===== config.mk =====
export PLATFORM = sky130hd
export DESIGN_NAME = scanner_frame_receiver_top
export DESIGN_NICKNAME = d
export VERILOG_FILES = /design/src/rtl/core/sfr_pkg.sv /design/src/rtl/core/sfr_parser.sv /design/src/rtl/core/sfr_result_fifo.sv /design/src/rtl/core/scanner_frame_receiver_top.sv
export VERILOG_INCLUDE_DIRS = /design/src /design/src/rtl/core
export SDC_FILE = /design/constraint.sdc
export NUM_CORES = 1
export LEC_CHECK = 0
export BUFFER_PORTS_ARGS = -buffer_cell sky130_fd_sc_hd__buf_2
export CAP_MARGIN = 15
export CORE_ASPECT_RATIO = 1.25
export CORE_MARGIN = 2
export CORE_UTILIZATION = 45
export CTS_CLUSTER_SIZE = 30
export DETAILED_ROUTE_END_ITERATION = 10
export PLACE_DENSITY = 0.63
export SLEW_MARGIN = 10
export SYNTH_ARGS = -nofsm -noshare
export SYNTH_HDL_FRONTEND = slang
export SYNTH_SLANG_ARGS = --single-unit

===== constraint.sdc =====
create_clock -name aclk -period 4.43 [get_ports aclk]
set_input_delay 0.443 -clock aclk [delete_from_list [all_inputs] [get_ports aclk]]
set_output_delay 0.443 -clock aclk [all_outputs]
set_load 0.01 [all_outputs]

===== src/rtl/core/assert_macros.svh =====
// Assertion macros shared by the frame receiver RTL.
// Included by modules that carry concurrent checks; no other dependencies.
`ifndef ASSERT_MACROS_SVH
`define ASSERT_MACROS_SVH

`ifndef SYNTHESIS
// Clocked check, masked while reset is asserted
`define SFR_ASSERT(label, clk, rst_n, prop, msg) \
    label: assert property (@(posedge clk) disable iff (!rst_n) prop) else $error(msg);
// Clocked check that also holds across reset
`define SFR_ASSERT_NORST(label, clk, prop, msg) \
    label: assert property (@(posedge clk) prop) else $error(msg);
`else
`define SFR_ASSERT(label, clk, rst_n, prop, msg)
`define SFR_ASSERT_NORST(label, clk, prop, msg)
`endif

`endif


===== src/rtl/core/sfr_pkg.sv =====
// Package for the scanner frame receiver: byte codes, CRC polynomial,
// phase and result-kind enums, result and push structures. No dependencies.
`timescale 1ns / 1ps

package sfr_pkg;

    // Framing byte codes
    localparam logic [7:0]  BYTE_STX        = 8'h02;
    localparam logic [7:0]  BYTE_REPLY_ADDR = 8'h80;
    localparam logic [7:0]  BYTE_NAK        = 8'h15;
    localparam logic [7:0]  ID_NACK         = 8'h92;
    localparam logic [7:0]  WANTED_ID_RESET = 8'hA0;

    // Shift-xor CRC16 polynomial
    localparam logic [15:0] CRC_POLY        = 16'h8005;

    // Result queue depth (power of two)
    localparam int          FIFO_DEPTH      = 4;

    typedef enum logic [2:0] {
        PH_HUNT   = 3'd0,
        PH_ADDR   = 3'd1,
        PH_LEN_LO = 3'd2,
        PH_LEN_HI = 3'd3,
        PH_DATA   = 3'd4,
        PH_CRC_LO = 3'd5,
        PH_CRC_HI = 3'd6
    } phase_t;

    typedef enum logic [2:0] {
        KIND_DATA     = 3'd0,
        KIND_GOOD     = 3'd1,
        KIND_CRC_FAIL = 3'd2,
        KIND_NAK      = 3'd3,
        KIND_PARTIAL  = 3'd4
    } kind_t;

    typedef struct packed {
        kind_t       kind;
        logic [7:0]  data_value;
        logic [15:0] data_index;
        logic [7:0]  message_id;
        logic [15:0] data_length;
        logic        id_match;
        logic        nack_reply;
        logic        last_of_run;
    } result_t;

    // Up to two results produced by one byte, r0 first
    typedef struct packed {
        logic [1:0] n;
        result_t    r0;
        result_t    r1;
    } push_t;

endpackage


===== src/rtl/core/sfr_parser.sv =====
// Frame parser: input byte register, hunt/length/data/CRC phase machine and
// result generation. Depends on sfr_pkg and assert_macros.svh.
`timescale 1ns / 1ps
`include "assert_macros.svh"

module sfr_parser (
    input  logic           aclk,
    input  logic           aresetn,
    input  logic           in_valid,
    output logic           in_ready,
    input  logic [7:0]     in_byte,
    input  logic           in_eob,
    input  logic [7:0]     wanted_id,
    input  logic           space_ok,
    output sfr_pkg::push_t push
);
    import sfr_pkg::*;

    // Input register
    logic        in_valid_reg, in_valid_next;
    logic [7:0]  in_byte_reg;
    logic        in_eob_reg;
    logic        advance;

    // Frame state
    phase_t      phase_reg, phase_next, phase_step;
    logic [15:0] crc_reg, crc_next, crc_fed;
    logic [7:0]  prev_reg, prev_next;
    logic [15:0] flen_reg, flen_next;
    logic [15:0] seen_reg, seen_next;
    logic [7:0]  id_reg, id_next;
    logic [7:0]  crclo_reg, crclo_next;

    logic        do_hunt;
    logic        crc_good;

    assign advance  = in_valid_reg && space_ok;
    assign in_ready = !in_valid_reg || space_ok;

    always_comb begin
        in_valid_next = in_valid_reg;
        if (in_valid && in_ready) begin
            in_valid_next = 1'b1;
        end else if (advance) begin
            in_valid_next = 1'b0;
        end
    end

    always_ff @(posedge aclk) begin
        if (!aresetn) begin
            in_valid_reg <= 1'b0;
        end else begin
            in_valid_reg <= in_valid_next;
        end
        if (in_valid && in_ready) begin
            in_byte_reg <= in_byte;
            in_eob_reg  <= in_eob;
        end
    end

    // CRC step over the current byte and the one before it
    assign crc_fed = {crc_reg[14:0], 1'b0} ^ (crc_reg[15] ? CRC_POLY : 16'h0000)
                   ^ {prev_reg, in_byte_reg};
    assign crc_good = (crclo_reg == crc_reg[7:0]) && (in_byte_reg == crc_reg[15:8]);

    // Next state
    always_comb begin
        phase_step = phase_reg;
        crc_next   = crc_reg;
        prev_next  = prev_reg;
        flen_next  = flen_reg;
        seen_next  = seen_reg;
        id_next    = id_reg;
        crclo_next = crclo_reg;
        do_hunt    = 1'b0;

        case (phase_reg)
            PH_ADDR: begin
                if (in_byte_reg == BYTE_REPLY_ADDR) begin
                    crc_next   = crc_fed;
                    prev_next  = in_byte_reg;
                    phase_step = PH_LEN_LO;
                end else begin
                    do_hunt = 1'b1;
                end
            end
            PH_LEN_LO: begin
                crc_next   = crc_fed;
                prev_next  = in_byte_reg;
                flen_next  = {8'h00, in_byte_reg};
                phase_step = PH_LEN_HI;
            end
            PH_LEN_HI: begin
                crc_next   = crc_fed;
                prev_next  = in_byte_reg;
                flen_next  = {in_byte_reg, flen_reg[7:0]};
                seen_next  = 16'h0000;
                phase_step = ({in_byte_reg, flen_reg[7:0]} == 16'h0000) ? PH_HUNT : PH_DATA;
            end
            PH_DATA: begin
                crc_next  = crc_fed;
                prev_next = in_byte_reg;
                if (seen_reg == 16'h0000) begin
                    id_next   = in_byte_reg;
                    seen_next = 16'h0001;
                end else begin
                    seen_next = seen_reg + 16'h0001;
                end
                if (seen_next == flen_reg) begin
                    phase_step = PH_CRC_LO;
                end
            end
            PH_CRC_LO: begin
                crclo_next = in_byte_reg;
                phase_step = PH_CRC_HI;
            end
            PH_CRC_HI: begin
                phase_step = PH_HUNT;
            end
            default: begin
                do_hunt = 1'b1;
            end
        endcase

        // Hunting: STX opens a frame; ACK, NAK and anything else keep hunting
        if (do_hunt) begin
            phase_step = PH_HUNT;
            if (in_byte_reg == BYTE_STX) begin
                crc_next   = {8'h00, BYTE_STX};
                prev_next  = BYTE_STX;
                flen_next  = 16'h0000;
                seen_next  = 16'h0000;
                id_next    = 8'h00;
                crclo_next = 8'h00;
                phase_step = PH_ADDR;
            end
        end

        phase_next = in_eob_reg ? PH_HUNT : phase_step;
    end

    // Results of this byte
    always_comb begin
        result_t    rd;
        result_t    rp;
        logic       have_data;
        logic       have_part;
        logic       have_other;

        rd         = '0;
        rp         = '0;
        have_data  = 1'b0;
        have_part  = 1'b0;
        have_other = 1'b0;

        if (advance) begin
            // payload byte, or frame verdict, or lone NAK
            if (phase_reg == PH_DATA && seen_reg != 16'h0000) begin
                have_data      = 1'b1;
                rd.kind        = KIND_DATA;
                rd.data_value  = in_byte_reg;
                rd.data_index  = seen_reg - 16'h0001;
                rd.message_id  = id_reg;
                rd.data_length = flen_reg - 16'h0001;
                rd.id_match    = (id_reg == wanted_id);
                rd.nack_reply  = (id_reg == ID_NACK);
            end else if (phase_reg == PH_CRC_HI) begin
                have_other     = 1'b1;
                rd.kind        = crc_good ? KIND_GOOD : KIND_CRC_FAIL;
                rd.message_id  = (seen_reg != 16'h0000) ? id_reg : 8'h00;
                rd.data_length = flen_reg - 16'h0001;
                rd.id_match    = (seen_reg != 16'h0000) && (id_reg == wanted_id);
                rd.nack_reply  = (seen_reg != 16'h0000) && (id_reg == ID_NACK);
            end else if (do_hunt && in_byte_reg == BYTE_NAK) begin
                have_other = 1'b1;
                rd.kind    = KIND_NAK;
            end

            // burst end inside a frame
            if (in_eob_reg && (phase_step inside {[PH_LEN_LO:PH_CRC_HI]})) begin
                have_part     = 1'b1;
                rp.kind       = KIND_PARTIAL;
                rp.data_index = (seen_next != 16'h0000) ? seen_next - 16'h0001 : 16'h0000;
                rp.message_id = (seen_next != 16'h0000) ? id_next : 8'h00;
                rp.data_length = (phase_step inside {[PH_DATA:PH_CRC_HI]}) ?
                                 flen_next - 16'h0001 : 16'h0000;
                rp.id_match   = (seen_next != 16'h0000) && (id_next == wanted_id);
                rp.nack_reply = (seen_next != 16'h0000) && (id_next == ID_NACK);
            end
        end

        push = '0;
        if (have_data || have_other) begin
            push.r0 = rd;
            if (have_part) begin
                push.n  = 2'd2;
                push.r1 = rp;
                push.r1.last_of_run = 1'b1;
            end else begin
                push.n = 2'd1;
                push.r0.last_of_run = 1'b1;
            end
        end else if (have_part) begin
            push.n  = 2'd1;
            push.r0 = rp;
            push.r0.last_of_run = 1'b1;
        end
    end

    // Frame state registers
    always_ff @(posedge aclk) begin
        if (!aresetn) begin
            phase_reg <= PH_HUNT;
            crc_reg   <= 16'h0000;
            prev_reg  <= 8'h00;
            flen_reg  <= 16'h0000;
            seen_reg  <= 16'h0000;
            id_reg    <= 8'h00;
            crclo_reg <= 8'h00;
        end else if (advance) begin
            phase_reg <= phase_next;
            crc_reg   <= crc_next;
            prev_reg  <= prev_next;
            flen_reg  <= flen_next;
            seen_reg  <= seen_next;
            id_reg    <= id_next;
            crclo_reg <= crclo_next;
        end
    end

    `SFR_ASSERT(a_push_needs_advance, aclk, aresetn, (push.n != 2'd0) |-> advance, "results without a processed byte")
    `SFR_ASSERT(a_pair_is_data_partial, aclk, aresetn, (push.n == 2'd2) |-> (push.r0.kind == KIND_DATA && push.r1.kind == KIND_PARTIAL), "two results that are not data then partial")
    `SFR_ASSERT(a_eob_rehunts, aclk, aresetn, (advance && in_eob_reg) |=> (phase_reg == PH_HUNT), "burst end did not return to hunting")

endmodule


===== src/rtl/core/sfr_result_fifo.sv =====
// Result queue: takes up to two results per cycle, hands out one per transfer.
// Depends on sfr_pkg and assert_macros.svh.
`timescale 1ns / 1ps
`include "assert_macros.svh"

module sfr_result_fifo (
    input  logic             aclk,
    input  logic             aresetn,
    input  sfr_pkg::push_t   push,
    output logic             space_ok,
    output logic             m_valid,
    input  logic             m_ready,
    output sfr_pkg::result_t m_result
);
    import sfr_pkg::*;

    localparam int PTR_W = $clog2(FIFO_DEPTH);
    localparam int CNT_W = $clog2(FIFO_DEPTH + 1);

    result_t            fifo_mem [FIFO_DEPTH];
    logic [PTR_W-1:0]   wr_ptr_reg, wr_ptr_next, wr_ptr_inc;
    logic [PTR_W-1:0]   rd_ptr_reg, rd_ptr_next;
    logic [CNT_W-1:0]   count_reg, count_next;
    logic               pop;

    // Room for a pair of results is required before a byte is processed
    assign space_ok = (count_reg <= CNT_W'(FIFO_DEPTH - 2));
    assign m_valid  = (count_reg != '0);
    assign m_result = fifo_mem[rd_ptr_reg];
    assign pop      = m_valid && m_ready;

    assign wr_ptr_inc  = wr_ptr_reg + PTR_W'(1);
    assign wr_ptr_next = wr_ptr_reg + PTR_W'(push.n);
    assign rd_ptr_next = rd_ptr_reg + PTR_W'(pop);
    assign count_next  = count_reg + CNT_W'(push.n) - CNT_W'(pop);

    always_ff @(posedge aclk) begin
        if (!aresetn) begin
            wr_ptr_reg <= '0;
            rd_ptr_reg <= '0;
            count_reg  <= '0;
        end else begin
            wr_ptr_reg <= wr_ptr_next;
            rd_ptr_reg <= rd_ptr_next;
            count_reg  <= count_next;
        end
    end

    // Entry writes
    always_ff @(posedge aclk) begin
        if (push.n != 2'd0) begin
            fifo_mem[wr_ptr_reg] <= push.r0;
        end
        if (push.n == 2'd2) begin
            fifo_mem[wr_ptr_inc] <= push.r1;
        end
    end

    `SFR_ASSERT(a_no_overflow, aclk, aresetn, count_reg <= CNT_W'(FIFO_DEPTH), "result queue overflow")
    `SFR_ASSERT(a_push_has_room, aclk, aresetn, (push.n != 2'd0) |-> (count_reg <= CNT_W'(FIFO_DEPTH - 2)), "results pushed without room")
    `SFR_ASSERT_NORST(a_reset_empty, aclk, (!aresetn) |=> (count_reg == '0), "queue not empty after reset")

endmodule


===== src/rtl/core/scanner_frame_receiver_top.sv =====
// A byte taken is held in the parser's input register; its results are then written
// into the result queue, whose registered count drives m_tvalid.
// Throughput: one byte per cycle; a byte that ends a burst inside a payload gives
// two results, which leave one per transfer through a four-entry result queue.
// Input is held back only while that queue has fewer than two free entries.
// Reset (aresetn low, synchronous) returns to hunting, empties the queue and
// sets wanted_id to 0xA0.
`timescale 1ns / 1ps

module scanner_frame_receiver_top (
    input  logic        aclk,
    input  logic        aresetn,
    // wanted_id register
    input  logic        cfg_we,
    input  logic [7:0]  cfg_wdata,
    // received bytes
    input  logic        s_tvalid,
    output logic        s_tready,
    input  logic [7:0]  s_tdata,   // [7:0] rx_byte
    input  logic        s_tlast,   // end_of_burst
    // results
    output logic        m_tvalid,
    input  logic        m_tready,
    output logic [55:0] m_tdata,   // [7:0] data_value, [23:8] data_index,
                                   // [31:24] message_id, [47:32] data_length,
                                   // [48] id_match, [49] nack_reply, [55:50] zero
    output logic [2:0]  m_tuser,   // [2:0] kind
    output logic        m_tlast    // last_of_run
);
    import sfr_pkg::*;

    logic [7:0] wanted_id_reg;
    logic       space_ok;
    push_t      push;
    result_t    res;

    // Configuration register
    always_ff @(posedge aclk) begin
        if (!aresetn) begin
            wanted_id_reg <= WANTED_ID_RESET;
        end else if (cfg_we) begin
            wanted_id_reg <= cfg_wdata;
        end
    end

    sfr_parser u_parser (
        .aclk      (aclk),
        .aresetn   (aresetn),
        .in_valid  (s_tvalid),
        .in_ready  (s_tready),
        .in_byte   (s_tdata),
        .in_eob    (s_tlast),
        .wanted_id (wanted_id_reg),
        .space_ok  (space_ok),
        .push      (push)
    );

    sfr_result_fifo u_fifo (
        .aclk      (aclk),
        .aresetn   (aresetn),
        .push      (push),
        .space_ok  (space_ok),
        .m_valid   (m_tvalid),
        .m_ready   (m_tready),
        .m_result  (res)
    );

    // Output packing
    assign m_tdata = {6'b000000, res.nack_reply, res.id_match, res.data_length,
                      res.message_id, res.data_index, res.data_value};
    assign m_tuser = res.kind;
    assign m_tlast = res.last_of_run;

endmodule


==> key figures <==
STA
  • Final Slew Violations: 0
  • Crit share post-route: 94.1%
  • Setup Skew: 0.0238 ns
  • Relative slew slack: 34.3%
  • Final setup vio count: 0
  • WHS: 0.0940 ns
  • Max Freq: 240 MHz
  • Worst-Margin Slew: 0.986 ns
  • Sum of negative setup slack: 0 ns
  • Final count of hold timing violations: 0
  • Final worst path period need: 4.17 ns
  • RSZ-0062 raised after global routing: false

Clock network
  • CTS tree: yes
  • CTS Buf Count: 36
  • CTS H-tree depth: 2
  • Sink Count: 316
  • Clock-pin slew on the worst setup and hold paths: 0.06 ns
  • Skew-Pair Late Insertion Delay: 0.53 ns
  • Clk buf depth: 3
  • CTS root buf: clkbuf_16

Worst setup path
  • Worst setup SP type: flop
  • Arrival time worst endpoint: 4.56 ns
  • R2r startpoint: u_parser.in_byte_reg[1]
  • Critical path endpoint category: flop
  • R2R Path End: u_fifo.fifo_mem[0][24]
  • R2r setup slk: 0.26 ns
  • Setup CP Type: reg -> reg
  • Worst Path Required: 4.83 ns
  • Crit path max fanout: 7
  • R2R depth: 14

Hold path
  • WHS Endpoint: u_parser.in_byte_reg[1]
  • Hold crit path type: in -> reg
  • Hold_sp: s_tdata[1]
  • Hold path cells: 1

Yosys
  • Post-synth top area share: 31.9%
  • Avg Inst Size Synth: 9.91 um^2
  • Synth Cell Area: 17400 um^2
  • Post-synthesis sequential area ratio: 47.0%
  • Synth Flop Type: edfxtp_1
  • Flops & latches, synth: 316
  • Leading area contributor after synthesis: edfxtp_1
  • Post-synth EDFFs: 185
  • YS warnings: 0
  • Top cells by area, synth: edfxtp_1 (32%), dfxtp_1 (15%), mux4_2 (7.0%), o22ai_1 (4.7%), xnor2_1 (3.9%)
  • Unique cell type count in the Yosys netlist: 81
  • FFs w/ async S/R, synth: 0%
  • Mapped Cells: 1757

Die
  • Die Span Y: 224 um
  • IO Count: 84
  • Die ar.: 40300 um^2
  • Core Area: 38100 um^2
  • Initial Utilization: 45.7%
  • Row cnt: 80
  • Die width: 180 um

Detailed routing
  • Drt first pass iters: 5
  • Detailed-route DRC error count: 0
  • Drt initial violations: 1743
  • Final WL: 57100 um
  • Drt wl/cell: 24.4 um
  • Vias: 15000
  • Via/cell ratio: 6.41
  • Final ANT Viol Nets: 0

Global routing
  • Initial antenna violation count: 0
  • Global-route wire length before repair: 86800 um
  • Vias in the first global route: 14200
  • GRT Util Overall: 27.6%
  • Largest net degree at the start of global routing: 46
  • Gr ovfl total: 0

Final layout
  • Multi-input logic area: 8480 um^2
  • Most frequent cells in the layout: edfxtp_1 (185), nand2_1 (163), nor2_1 (161)
  • Sequential cell area: 8180 um^2
  • Area grow syn2layout: 13.5%
  • N_diodes: 0
  • Commonest non-fill, non-tap cell in the layout: edfxtp_1
  • # nets final: 1855
  • Share of cells above drive strength 1: 17.6%
  • Fillers: 3417
  • Reg with most FFs: u_fifo.fifo_mem
  • Max reg flops: 216

Run
  • Max-cap violations: 0

Place
  • Port Buffers: 77
  • Dpl hpwl: 39600 um
  • Routability cong.: 0.962

Power
  • Leak: 6.88 nW
  • Max IR drop VDD: 0.242 mV
  • Power density of the placed cells: 352 nW/um^2

Run status
  • Status: completed
## synthesized netlist by cell type (all sizes together), types with 10 or more instances
cell    number
or3         18
and3        11
nor4        14
and2        20
edfxtp     185
o21ai       96
xor2        34
a22o        38
nand2      163
mux4        54
nor2       161
a22oi       29
mux2i       25
a211oi      17
a21oi       92
nand2b      17
o211ai      10
xnor2       78
o22ai      131
inv         31
nor3        32
clkbuf     130
buf         39
nand4       17
ha          14
dfxtp      131
nand3       36
## cell type report
type	count	area share, %
clock buffer	47	4.97
clock inverter	17	0.639
inverter	31	0.589
multi-input combinational	1246	42.9
sequential	316	41.4
tap	492	3.11
timing repair buffer	187	6.38
## metrics by stage
| step | utilization, % | instances | instance area (um^2) | worst slack, ns | power, mW |
|---|---|---|---|---|---|
| after floorplan | - | 1762 | 17400 | 0.144 | 3.88 |
| after global placement | 48.9 | 2272 | 18600 | 0.375 | 4.19 |
| after detailed placement | 48.9 | 2272 | 18600 | 0.266 | 4.19 |
| after CTS | 51.8 | 2336 | 19800 | 0.262 | 7.01 |
| after global routing | 51.8 | 2336 | 19800 | 0.0449 | 7.18 |
| final | 51.8 | 2336 | 19800 | 0.263 | 6.96 |
## layer usage
layer | part of all wire, % | global-route usage [%] | vias up
met5 | 0 | 0 | -
met4 | 4.1 | 11.2 | 0
met3 | 8.3 | 3.48 | 145
met2 | 46 | 44.4 | 827
met1 | 41 | 37.9 | 7321
li1 | - | - | 6685
## worst max-delay path, stage by stage (launching register included)
cell	delay, ns
edfxtp_1	0.54
nor4b_1	0.68
a41oi_1	0.21
o22ai_1	0.31
and2_1	0.20
nand2b_1	0.14
inv_1	0.08
ha_1	0.24
or3_1	0.34
nor2_1	0.12
o21ai_0	0.09
buf_4	0.16
a21o_1	0.28
nor2_1	0.43
a22o_1	0.22
## repair_timing
item | in CTS | in global routing
hold endpoints to repair | 0 | 0
resized for setup | 0 | 1
hold buffers | 0 | 0
endpoints found under the setup margin | 0 | 22
setup buffers | 0 | 0
## worst max-delay path by stage
stage,start,end,cells after the start
after floorplan,u_parser.seen_reg[0],u_fifo.fifo_mem[1][0],16
after global placement,u_parser.in_byte_reg[1],u_fifo.fifo_mem[0][24],14
after detailed placement,u_parser.seen_reg[0],u_fifo.fifo_mem[3][21],10
final,u_parser.in_byte_reg[1],u_fifo.fifo_mem[0][24],14
after global routing,u_parser.flen_reg[0],u_fifo.count_reg[2],17
after CTS,u_parser.seen_reg[0],u_fifo.fifo_mem[1][19],10
## cells by family (layout without fill, tap and decap cells)
family                     count (synthesis)  count (layout)  share of synthesized area [%]
AOI/OAI and AO/OA                        485             485                           18.0
adders and majority gates                 15              15                           1.12
muxes                                     82              82                           8.63
xor gates and xnor gates                 112             112                           5.63
other                                      1               6                         0.0215
buffers and inverters                    200             282                           4.58
and+or+nand+nor                          546             546                           15.1
DFF                                      316             316                           47.0
## where the power goes
group	total, mW	internal (mW)	switching, mW	leakage [nW]
clock	2.84	1.63	1.21	0.533
sequential	3.26	3.11	0.149	2.80
combinational	0.859	0.433	0.426	3.54
Note: power is estimated with default switching activity, not from simulation.
